**src/hw/rtl/plir_pkg.sv**
```systemverilog
// Package for the positional list insert/remove block.
// Holds the default capacity, operation codes and the sequencer state type.
// No dependencies.
package plir_pkg;

	// Default number of list entries.
	localparam int unsigned CAPACITY_DEF = 16;

	// Width of one list entry.
	localparam int unsigned DATA_W = 32;

	// Width of the position field.
	localparam int unsigned POS_W = 8;

	// Operation codes.
	localparam logic OP_REMOVE = 1'b0;
	localparam logic OP_INSERT = 1'b1;

	// Sequencer states, one-hot.
	typedef enum logic [3:0] {
		ST_IDLE  = 4'b0001,
		ST_SHIFT = 4'b0010,
		ST_FINAL = 4'b0100,
		ST_EMIT  = 4'b1000
	} state_t;

endpackage

```
**src/hw/rtl/plir_ram.sv**
```systemverilog
// Single-write, single-read list storage with a registered read port.
// Depends on plir_pkg for default widths.
module plir_ram #(
	parameter int unsigned DEPTH = plir_pkg::CAPACITY_DEF,
	parameter int unsigned WIDTH = plir_pkg::DATA_W,
	parameter int unsigned AW    = $clog2(plir_pkg::CAPACITY_DEF)
) (
	input  logic             clk,
	input  logic             wr_en,
	input  logic [AW-1:0]    wr_addr,
	input  logic [WIDTH-1:0] wr_data,
	input  logic             rd_en,
	input  logic [AW-1:0]    rd_addr,
	output logic [WIDTH-1:0] rd_data
);

	logic [WIDTH-1:0] mem_q [DEPTH];

	// Write port.
	always_ff @(posedge clk) begin
		if (wr_en) begin
			mem_q[wr_addr] <= wr_data;
		end
	end

	// Read port; the data register holds its value until the next read.
	always_ff @(posedge clk) begin
		if (rd_en) begin
			rd_data <= mem_q[rd_addr];
		end
	end

endmodule

```
**src/hw/rtl/positional_list_insert_remove_top.sv**
```systemverilog
// Positional list insert/remove block: top level with the sequencer.
// Depends on plir_pkg and instantiates plir_ram.
//
// The block keeps an ordered list of up to CAPACITY signed 32-bit values in
// a list memory. Each input transaction inserts new_value at position
// (later entries move up) or removes the entry at position (later entries
// move down); afterwards the whole list is sent out in order, one output
// transaction per entry, with is_last on the final one. An empty list gives
// one output transaction with item_value zero and list_empty set. Positions
// out of range, and inserts into a full list, leave the list unchanged and
// clear op_applied. The time for one input transaction is set by the list
// memory, which both the shift and the readout walk one entry per cycle
// through its single read and single write port; the readout holds while
// out_stall keeps the output slot full. in_stall stays high from
// acceptance until the last output transaction is taken.
module positional_list_insert_remove_top #(
	parameter int unsigned CAPACITY = plir_pkg::CAPACITY_DEF
) (
	input  logic                             clk,
	input  logic                             arst_n,
	input  logic                             in_valid,
	output logic                             in_stall,
	input  logic                             operation,
	input  logic signed [plir_pkg::DATA_W-1:0] new_value,
	input  logic        [plir_pkg::POS_W-1:0]  position,
	output logic                             out_valid,
	input  logic                             out_stall,
	output logic signed [plir_pkg::DATA_W-1:0] item_value,
	output logic                             is_last,
	output logic                             list_empty,
	output logic                             op_applied
);

	localparam int unsigned AW = $clog2(CAPACITY);
	localparam int unsigned CW = $clog2(CAPACITY + 1);

	plir_pkg::state_t state_q, state_d;

	logic [CW-1:0]               cnt_q;
	logic [CW-1:0]               pos_q;
	logic [CW-1:0]               moves_q;
	logic [CW-1:0]               emit_q;
	logic                        ins_q;
	logic [plir_pkg::DATA_W-1:0] val_q;
	logic                        wr_pend_q;
	logic [AW-1:0]               wr_addr_q;
	logic                        out_valid_q;
	logic                        is_last_q;
	logic                        empty_q;
	logic                        applied_q;

	logic                        in_acc;
	logic                        is_ins;
	logic [plir_pkg::POS_W-1:0]  cnt_ext;
	logic                        ins_ok;
	logic                        rem_ok;
	logic                        acc_applied;
	logic [CW-1:0]               shift_rd;
	logic [CW-1:0]               shift_wr;
	logic [CW-1:0]               emit_total;
	logic                        slot_free;
	logic                        emit_load;

	logic                        ram_wr_en;
	logic [AW-1:0]               ram_wr_addr;
	logic [plir_pkg::DATA_W-1:0] ram_wr_data;
	logic                        ram_rd_en;
	logic [AW-1:0]               ram_rd_addr;
	logic [plir_pkg::DATA_W-1:0] ram_rd_data;

	// Input handshake and range checks on the incoming transaction.
	assign in_stall = (state_q != plir_pkg::ST_IDLE) || out_valid_q;
	assign in_acc   = in_valid && !in_stall;
	assign is_ins   = (operation == plir_pkg::OP_INSERT);
	assign cnt_ext  = plir_pkg::POS_W'(cnt_q);
	assign ins_ok   = (cnt_q < CW'(CAPACITY)) && (position <= cnt_ext);
	assign rem_ok   = (position < cnt_ext);
	assign acc_applied = is_ins ? ins_ok : rem_ok;

	// Shift addresses: inserts walk downward, removes walk upward.
	always_comb begin
		if (ins_q) begin
			shift_rd = pos_q + moves_q - CW'(1);
			shift_wr = shift_rd + CW'(1);
		end else begin
			shift_rd = cnt_q + CW'(1) - moves_q;
			shift_wr = shift_rd - CW'(1);
		end
	end

	// Readout bookkeeping: an empty list still sends one transaction.
	assign emit_total = (cnt_q == '0) ? CW'(1) : cnt_q;
	assign slot_free  = !out_valid_q || !out_stall;
	assign emit_load  = (state_q == plir_pkg::ST_EMIT) && slot_free && (emit_q < emit_total);

	// Memory port control.
	always_comb begin
		ram_rd_en   = 1'b0;
		ram_rd_addr = '0;
		ram_wr_en   = 1'b0;
		ram_wr_addr = wr_addr_q;
		ram_wr_data = ram_rd_data;
		unique case (state_q)
			plir_pkg::ST_SHIFT: begin
				ram_wr_en = wr_pend_q;
				if (moves_q != '0) begin
					ram_rd_en   = 1'b1;
					ram_rd_addr = AW'(shift_rd);
				end
			end
			plir_pkg::ST_FINAL: begin
				ram_wr_en   = 1'b1;
				ram_wr_addr = AW'(pos_q);
				ram_wr_data = val_q;
			end
			plir_pkg::ST_EMIT: begin
				ram_rd_en   = emit_load;
				ram_rd_addr = AW'(emit_q);
			end
			default: begin
			end
		endcase
	end

	// Next-state logic of the sequencer.
	always_comb begin
		state_d = state_q;
		unique case (state_q)
			plir_pkg::ST_IDLE: begin
				if (in_acc) begin
					state_d = acc_applied ? plir_pkg::ST_SHIFT : plir_pkg::ST_EMIT;
				end
			end
			plir_pkg::ST_SHIFT: begin
				if (moves_q == '0 && !wr_pend_q) begin
					state_d = ins_q ? plir_pkg::ST_FINAL : plir_pkg::ST_EMIT;
				end
			end
			plir_pkg::ST_FINAL: begin
				state_d = plir_pkg::ST_EMIT;
			end
			plir_pkg::ST_EMIT: begin
				if (slot_free && !(emit_q < emit_total)) begin
					state_d = plir_pkg::ST_IDLE;
				end
			end
			default: begin
				state_d = plir_pkg::ST_IDLE;
			end
		endcase
	end

	// Control registers.
	always_ff @(posedge clk or negedge arst_n) begin
		if (!arst_n) begin
			state_q     <= plir_pkg::ST_IDLE;
			cnt_q       <= '0;
			moves_q     <= '0;
			emit_q      <= '0;
			wr_pend_q   <= 1'b0;
			out_valid_q <= 1'b0;
		end else begin
			state_q <= state_d;
			if (in_acc) begin
				emit_q <= '0;
				if (is_ins && ins_ok) begin
					cnt_q   <= cnt_q + CW'(1);
					moves_q <= cnt_q - CW'(position);
				end else if (!is_ins && rem_ok) begin
					cnt_q   <= cnt_q - CW'(1);
					moves_q <= cnt_q - CW'(1) - CW'(position);
				end else begin
					moves_q <= '0;
				end
			end
			// One entry moves per cycle while shifting.
			if (state_q == plir_pkg::ST_SHIFT) begin
				wr_pend_q <= (moves_q != '0);
				if (moves_q != '0) begin
					moves_q <= moves_q - CW'(1);
				end
			end else begin
				wr_pend_q <= 1'b0;
			end
			// Output slot: load a new entry or drop valid once taken.
			if (emit_load) begin
				out_valid_q <= 1'b1;
				emit_q      <= emit_q + CW'(1);
			end else if (!out_stall) begin
				out_valid_q <= 1'b0;
			end
		end
	end

	// Payload registers.
	always_ff @(posedge clk) begin
		if (in_acc) begin
			ins_q     <= is_ins;
			val_q     <= new_value;
			pos_q     <= CW'(position);
			applied_q <= acc_applied;
		end
		if (state_q == plir_pkg::ST_SHIFT && moves_q != '0) begin
			wr_addr_q <= AW'(shift_wr);
		end
		if (emit_load) begin
			is_last_q <= (emit_q + CW'(1) == emit_total);
			empty_q   <= (cnt_q == '0);
		end
	end

	plir_ram #(
		.DEPTH (CAPACITY),
		.WIDTH (plir_pkg::DATA_W),
		.AW    (AW)
	) u_ram (
		.clk     (clk),
		.wr_en   (ram_wr_en),
		.wr_addr (ram_wr_addr),
		.wr_data (ram_wr_data),
		.rd_en   (ram_rd_en),
		.rd_addr (ram_rd_addr),
		.rd_data (ram_rd_data)
	);

	// Output ports.
	assign out_valid  = out_valid_q;
	assign item_value = empty_q ? '0 : $signed(ram_rd_data);
	assign is_last    = is_last_q;
	assign list_empty = empty_q;
	assign op_applied = applied_q;

	// The output slot is never loaded while the memory is being shifted.
	a_no_out_in_shift: assert property (@(posedge clk) disable iff (!arst_n)
		(state_q == plir_pkg::ST_SHIFT || state_q == plir_pkg::ST_FINAL) |-> !out_valid_q)
		else $error("output valid while shifting the list");

	// The entry count never exceeds the capacity.
	a_cnt_range: assert property (@(posedge clk) disable iff (!arst_n)
		cnt_q <= CW'(CAPACITY))
		else $error("entry count above capacity");

	// An empty-list transaction is always the last of its item.
	a_empty_last: assert property (@(posedge clk) disable iff (!arst_n)
		(out_valid_q && empty_q) |-> is_last_q)
		else $error("empty list result not marked last");

	// An accepted input transaction blocks further input on the next cycle.
	a_busy_after_acc: assert property (@(posedge clk) disable iff (!arst_n)
		in_acc |=> in_stall)
		else $error("input not stalled after acceptance");

endmodule
```
**config.mk**
```make
export PLATFORM = sky130hd
export DESIGN_NAME = positional_list_insert_remove_top
export DESIGN_NICKNAME = d
export VERILOG_FILES = /design/src/hw/rtl/plir_pkg.sv /design/src/hw/rtl/plir_ram.sv /design/src/hw/rtl/positional_list_insert_remove_top.sv
export SDC_FILE = /design/constraint.sdc
export NUM_CORES = 1
export LEC_CHECK = 0
export BUFFER_PORTS_ARGS = -buffer_cell sky130_fd_sc_hd__buf_2
export CORE_ASPECT_RATIO = 1.1
export CORE_UTILIZATION = 62
export DETAILED_ROUTE_END_ITERATION = 7
export GPL_TIMING_DRIVEN = 0
export PLACE_DENSITY_LB_ADDON = 0.2
export SLEW_MARGIN = 25
export SYNTH_ARGS = -nofsm -noshare
export SYNTH_HDL_FRONTEND = slang
export SYNTH_SLANG_ARGS = --single-unit
export TNS_END_PERCENT = 5
```
**constraint.sdc**
```tcl
create_clock -name clk -period 4.4 [get_ports clk]
set_clock_uncertainty 0.1 [all_clocks]
set_input_delay 0.88 -clock clk [delete_from_list [all_inputs] [get_ports clk]]
set_output_delay 0.88 -clock clk [all_outputs]
set_load 0.01 [all_outputs]
```
==> impl_metrics.tcl, run 1 <==
set metrics [dict create \
    clk_pin_slew_worst_paths_ns 0.07 \
    cts_sinks 609 \
    yosysSeqAreaShare 0.7094 \
    synth_area_per_cell_um2 14.29 \
    crit_chain "inv_1, ha_1, inv_1, ha_1, inv_1, fa_1, xnor2_1, xnor2_1, nand2_1, o21ai_0, a22oi_2, clkbuf_1, mux2i_1" \
    area_growth_pct 14.09 \
    cts_htree_levels 2 \
    wirelength_mm 63.59 \
    firstDrtPassIters 7 \
    vdd_drop_max_uv 354.8 \
    cts_made_buffers 57 \
    yosysWarnings 0 \
    timing.final.crit_share 0.9669 \
    tns_ns 0 \
    use_met3 0.05932 \
    status "complete, no violations" \
    synth_fp_nets 1875 \
    endpoint_kind "register" \
    synth_top_family_by_area "compound AO/OA/AOI/OAI gates" \
    r2r-start "moves_q[1]" \
    yosys.area_share.adder 0.01874 \
    grt_max_degree 33 \
    clock_path_buffers 3 \
    pre_cts_slack_ns 0.2453 \
    layout.nets 2035 \
    diodes 0 \
    dp_hpwl_mm 42.26 \
    powerDensity_mw_per_mm2 502.7 \
    io_buffer_count 81 \
    dieArea_mm2 0.04216 \
    dieHeight_um 215.3 \
    cts_tree "yes" \
    overflow 0 \
    io_pins 82 \
    postCtsSetupRepairBufs 0 \
    cts_resized 0 \
    synth_mux_area_frac 0.02938 \
    synth_cell_types 59 \
    wire_per_inst_um 25.28 \
    clock_latency_ns 0.63 \
    busiest_layer "met2" \
    finalHoldViolCount 0 \
    path_common_cell "inv_1" \
    crit_type "register to register" \
    cts_root_buf "clkbuf_16" \
    grt_pass1_vias 16450 \
    grtUsageMet2 0.5109 \
    rsz0062_at_grt "no" \
    p_leak_nw 10.10 \
    yosys.area.top_type "edfxtp_1" \
    synth_seq_cells 609 \
    worst_r2r_endpoint "u_ram.rd_data[22]" \
    num-fill-cells 2523 \
    layout-drive-gt1-share 0.1658 \
    synth_xor_area_frac 0.01162 \
    dr_total_vias 16060 \
    worst_path_max_delay_cell "clkbuf_1" \
    worstRegToRegCells 13 \
    gp_congestion 0.8672 \
    synth_cells 1794 \
    core_mm2 0.04046 \
    die_width_um 195.9 \
    yosysTopAreaCellShare 0.6888 \
    maxCapViolations 0 \
    required_ns 4.70 \
    hp-class "input pin to async pin" \
    slew_violations 0 \
    synth-edff-count 588 \
    synth_compound_area_frac 0.1058 \
    slew_headroom 0.2905 \
    grt_usage 0.3073 \
    worstSetupStartpointType "register" \
    floorplan.initialDensity 0.6335 \
    ant_nets 0 \
    fp-row-count 77 \
    tightestPinTransition_ns 1.064 \
    cp_slowest_stage_delay_ns 0.85 \
    cp.arrival_ns 4.56 \
    worst_slack_ns 0.1456 \
    first_iter_violations 1733 \
    r2r_slack_ns 0.15 \
    finalSetupViolations 0 \
    ys_top_cells_by_area "edfxtp_1, nand2_1, nor2b_1, a211oi_1, a311oi_1" \
    met1_usage 0.3919 \
    drc 0 \
    holdBufCountCts 0 \
    antenna_found_initial 0 \
    synthSimpleGateAreaFrac 0.09606 \
    synth_ff_type "edfxtp_1" \
    synth-async-reset-ratio 0.03448 \
    max_freq_ghz 0.2350 \
    avgViaCountPerCell 6.384 \
    syn-cell-area_mm2 0.02563 \
    critPathMaxFanout 10 \
    period_minus_slack_ns 4.254 \
    grt_pass1_wl_mm 95.57 \
]
## area by class of cell
type,instances,area [um^2],area share
sequential,609,18180,0.6218
multi-input combinational,1036,6845,0.2341
clock buffer,62,1445,0.04942
timing repair buffer,101,903.4,0.03089
tap,513,641.9,0.02195
buffer,113,609.3,0.02084
clock inverter,45,479.2,0.01639
inverter,36,136.4,0.004664
## power by group
part           internal [W]  switching (W)  total, W
logic              0.000955        0.00171   0.00267
registers           0.00680       0.000160   0.00696
clock network       0.00291        0.00216   0.00507
## metrics by stage
step	cell area [um^2]	hold slack [ns]	power (W)	cells	utilization
after floorplan	25630	0.4160	0.008861	1794	-
after global placement	26680	0.4343	0.009597	2388	0.6594
after detailed placement	27310	0.4472	0.009714	2408	0.6750
after CTS	29240	0.1159	0.01470	2515	0.7226
after global routing	29240	0.1488	0.01519	2515	0.7227
final	29240	0.1150	0.01470	2515	0.7227
## worst max-delay path by stage
stage,from,to,slack [ns],depth (start not counted)
6_report,moves_q[1],u_ram.rd_data[22],0.15,13
5_1_grt,cnt_q[0],u_ram.rd_data[4],0.07,11
4_1_cts,moves_q[1],u_ram.rd_data[22],0.20,13
3_5_place_dp,moves_q[1],u_ram.rd_data[22],0.25,13
3_3_place_gp,state_q[1],u_ram.mem_q[7][20],-1.64,5
2_1_floorplan,state_q[1],u_ram.mem_q[3][0],0.65,5
## per-layer routing
metal  share of wire  vias up
met5               0        -
met4           0.038        0
met3           0.090      159
met2            0.50      840
met1            0.38     7921
li1                -     7136
## worst max-delay path, delay by kind of cell, from the launching register on
kind | cells | cell delay [ns]
buffers and inverters | 4 | 1.09
adders and majority gates | 3 | 0.85
AOI/OAI and AO/OA | 2 | 0.63
muxes | 1 | 0.46
DFF | 1 | 0.43
xor gates and xnor gates | 2 | 0.39
and+or+nand+nor | 1 | 0.08
## cells by family (layout without fill, tap and decap cells)
group	Yosys count	after routing
AO/OA/AOI/OAI	386	386
XOR/XNOR	34	34
buffers and inverters	149	357
flip-flops	609	609
AND/OR/NAND/NOR	509	509
multiplexers	71	71
adder cells (fa/ha/maj)	36	36
## sequential cells by signal, summed over array words and instances (netlist names)
register,flops
u_ram.mem_q,512
u_ram.rd_data,32
val_q,32
cnt_q,5
emit_q,5
moves_q,5
pos_q,4
state_q,4
wr_addr_q,4
ins_q,1
is_last,1
list_empty,1
op_applied,1
out_valid,1
wr_pend_q,1
## placed cells by master (no fill, tap or decap), types with 4 or more instances in the layout
master / count
a211oi_1: 129
a21o_1: 8
a21oi_1: 71
a311oi_1: 64
a31oi_1: 68
buf_12: 4
buf_16: 15
buf_2: 130
buf_4: 13
buf_6: 10
bufinv_16: 9
clkbuf_1: 43
clkbuf_16: 57
clkinv_1: 8
clkinv_2: 20
clkinvlp_4: 5
dfrtp_1: 20
edfxtp_1: 588
fa_1: 4
ha_1: 32
inv_1: 34
mux2_2: 34
mux2i_1: 37
nand2_1: 282
nand3_1: 13
nor2_1: 6
nor2_4: 16
nor2b_1: 161
nor3_1: 5
o21a_1: 6
o21ai_0: 19
xnor2_1: 22
xor2_1: 12
## synthesized netlist by cell type (12+ instances only)
master / instances
a211oi_1: 129
a21oi_1: 71
a311oi_1: 64
a31oi_1: 69
buf_2: 48
buf_4: 13
clkbuf_1: 38
dfrtp_1: 20
edfxtp_1: 588
ha_1: 32
inv_1: 34
mux2_2: 34
mux2i_1: 37
nand2_1: 283
nand3_1: 13
nor2_1: 22
nor2b_1: 161
o21ai_0: 19
xnor2_1: 22
xor2_1: 12
Note: power is estimated with default switching activity, not from simulation.
==> run 2: changes to the inputs <==
- ABC_AREA: not set -> 1
==> run 2 against run 1 <==
Sequential power up 2%. Hold slack gained 0.024 ns. Total power up 5.5%. Clock power decreased by 2%. Non-clock buffer count increased by 33. Clock-buffer cell count up 15. Cell area grew 2.9%. Synthesized cell count grew 29%. Critical path depth rose by 1.
==> impl_metrics.tcl, run 2 <==
set metrics [dict create \
    synth_mux_area_frac 0 \
    synth_cells 2308 \
    wirelength_mm 75.60 \
    wire_per_inst_um 24.57 \
    critPathMaxFanout 10 \
    layout.nets 2551 \
    cp.arrival_ns 4.19 \
    ant_nets 0 \
    postCtsSetupRepairBufs 0 \
    instances_no_fill 3077 \
    holdBufCountCts 0 \
    yosysTopAreaCellShare 0.6712 \
    synthSimpleGateAreaFrac 0.2222 \
    io_pins 82 \
    avgViaCountPerCell 6.380 \
    p_int_w 0.01079 \
    synth_fp_nets 2389 \
    hold_slack_ns 0.1392 \
    place_area_mm2 0.02816 \
    netSwitchingFraction 0.3041 \
    overflow 0 \
    p_comb_frac 0.222 \
    diodes 0 \
    yosys.area_share.adder 0.01826 \
    design_area_mm2 0.03010 \
    synth_ff_type "edfxtp_1" \
    p_leak_nw 11.35 \
    synth-edff-count 588 \
    dieArea_mm2 0.04326 \
    multiInputGateArea_mm2 0.007221 \
    syn-cell-area_mm2 0.02631 \
    core_mm2 0.04157 \
    num-fill-cells 2842 \
    required_ns 4.79 \
    yosys.area.top_type "edfxtp_1" \
    worstSetupStartpointType "register" \
    grt_pass1_vias 19290 \
    synth_cell_types 42 \
    slew_violations 0 \
    synth_top_family_by_area "simple AND/OR/NAND/NOR gates" \
    slew_headroom 0.2845 \
    powerDensity_mw_per_mm2 515.3 \
    clock_path_buffers 3 \
    period_minus_slack_ns 3.792 \
    cts_resized 0 \
    final_cell_mix "nand3_1, edfxtp_1, nand2_1" \
    layout-drive-gt1-share 0.1442 \
    largest_register_ffs 512 \
    gp_congestion 0.8629 \
    largest_register "u_ram.mem_q" \
    io_buffer_count 81 \
    max_freq_ghz 0.2637 \
    placed_cells 2970 \
    worst_r2r_endpoint "u_ram.rd_data[12]" \
    r2r_slack_ns 0.61 \
    endpoint_kind "register" \
    tightestPinTransition_ns 1.073 \
    fp-row-count 78 \
    synth-async-reset-ratio 0.03448 \
    finalHoldViolCount 0 \
    dp_hpwl_mm 49.67 \
    first_iter_violations 2657 \
    firstDrtPassIters 8 \
    timing.final.crit_share 0.8618 \
    clock_latency_ns 0.65 \
    synth_xor_area_frac 0.005993 \
    power.switching_w 0.004717 \
    finalSetupViolations 0 \
    cts_root_buf "clkbuf_16" \
    cts_sinks 609 \
    rsz0062_at_grt "no" \
    hp-class "input pin to async pin" \
    antenna_found_initial 1 \
    clock_power_share 0.321 \
    r2r-start "moves_q[1]" \
    top_regs "u_ram.mem_q x512, u_ram.rd_data x32, val_q x32" \
    status "complete, no violations" \
    tns_ns 0 \
    cts_tree "yes" \
    synth_seq_cells 609 \
    grt_pass1_wl_mm 112.0 \
    cts_htree_levels 2 \
    vdd_drop_max_uv 366.8 \
    layout_commonest_cell "nand3_1" \
    dr_total_vias 19630 \
    area_growth_pct 14.41 \
    die_width_um 198.4 \
    synth_compound_area_frac 0.01869 \
    synth_area_per_cell_um2 11.40 \
    yosysWarnings 0 \
    clk_pin_slew_worst_paths_ns 0.07 \
    dieHeight_um 218.0 \
    pwr-share-seq 0.457 \
    grt_usage 0.3561 \
    ys_top_cells_by_area "edfxtp_1, nand3_1, nand2_1, dfrtp_1, buf_2" \
    finalPower_w 0.01551 \
    synth_common_cells "nand3_1, edfxtp_1, nand2_1, nor2_1, inv_1" \
    regArea_mm2 0.01818 \
    grt_max_degree 33 \
    crit_type "register to register" \
    worstRegToRegCells 14 \
    floorplan.initialDensity 0.6328 \
    yosysSeqAreaShare 0.6912 \
    synth_most_common_cell "nand3_1" \
    drc 0 \
    maxCapViolations 0 \
    cts_made_buffers 58 \
]
## run 2: changes by cell type after synthesis, moves of 37 or more
cell,previous run,this run
nor2_1,22,97
inv_1,34,95
buf_2,48,85
nand2_1,283,515
mux2i_1,37,0
nand3_1,13,666
nor2b_1,161,0
a211oi_1,129,0
a31oi_1,69,0
a311oi_1,64,0
## run 2: per-layer routing
metal	GRT usage	vias to the layer above	part of all wire
met5	0	-	0.00017
met4	0.1961	2	0.053
met3	0.07624	299	0.12
met2	0.5744	1404	0.47
met1	0.4508	9424	0.36
li1	-	8502	-
## run 2: worst max path at each step
| stage | from | endpoint | slack, ns |
|---|---|---|---|
| finish | moves_q[1] | u_ram.rd_data[12] | 0.61 |
| global placement | state_q[0] | u_ram.mem_q[0][15] | -0.24 |
| CTS | state_q[0] | u_ram.mem_q[13][30] | 0.66 |
| floorplan | state_q[0] | u_ram.mem_q[0][0] | 1.24 |
| global route | moves_q[1] | u_ram.rd_data[10] | 0.43 |
| detailed placement | state_q[0] | u_ram.mem_q[2][30] | 0.72 |
## run 2: worst max-delay path, stage by stage, from the launching register on
cell	delay [ns]
dfrtp_1	0.43
inv_1	0.17
ha_1	0.26
inv_1	0.06
ha_1	0.13
inv_1	0.05
fa_1	0.43
xor2_1	0.16
xnor2_1	0.17
a21oi_1	0.15
nand2_1	0.08
nand2_1	0.36
buf_1	0.78
nand2_1	0.21
nand2_1	0.12
## run 2: final cells by class
cell class | count | share of cell area
inverters | 101 | 0.01285
flip-flops and latches | 609 | 0.6041
well taps | 560 | 0.02328
clock inverters | 30 | 0.01135
repair buffers | 102 | 0.03217
clock buffers | 77 | 0.05092
multi-input cells | 1453 | 0.2399
plain buffers | 145 | 0.02540
## run 2: cells by family (layout without fill, tap and decap cells)
kind of cell,count (synthesis),after routing
fa+ha+maj,36,36
flops,609,609
compound gates,91,91
xor+xnor,18,18
buf+inv,246,455
simple gates,1308,1308
## run 2: metrics by stage
stage          utilization  setup WS (ns)
2_1_floorplan            -          1.239
3_3_place_gp        0.6594        -0.2402
3_5_place_dp        0.6774         0.7151
4_1_cts             0.7225         0.6623
5_1_grt             0.7240         0.4265
6_report            0.7240         0.6082
## run 2: power groups by stage
stage                     sequential [W]  combinational, W  clock (W)
after CTS                        0.00709           0.00338    0.00497
after detailed placement         0.00721           0.00335          0
final                            0.00708           0.00345    0.00498
after global routing             0.00711           0.00377    0.00521
after floorplan                  0.00716           0.00224          0
after global placement           0.00721           0.00318          0
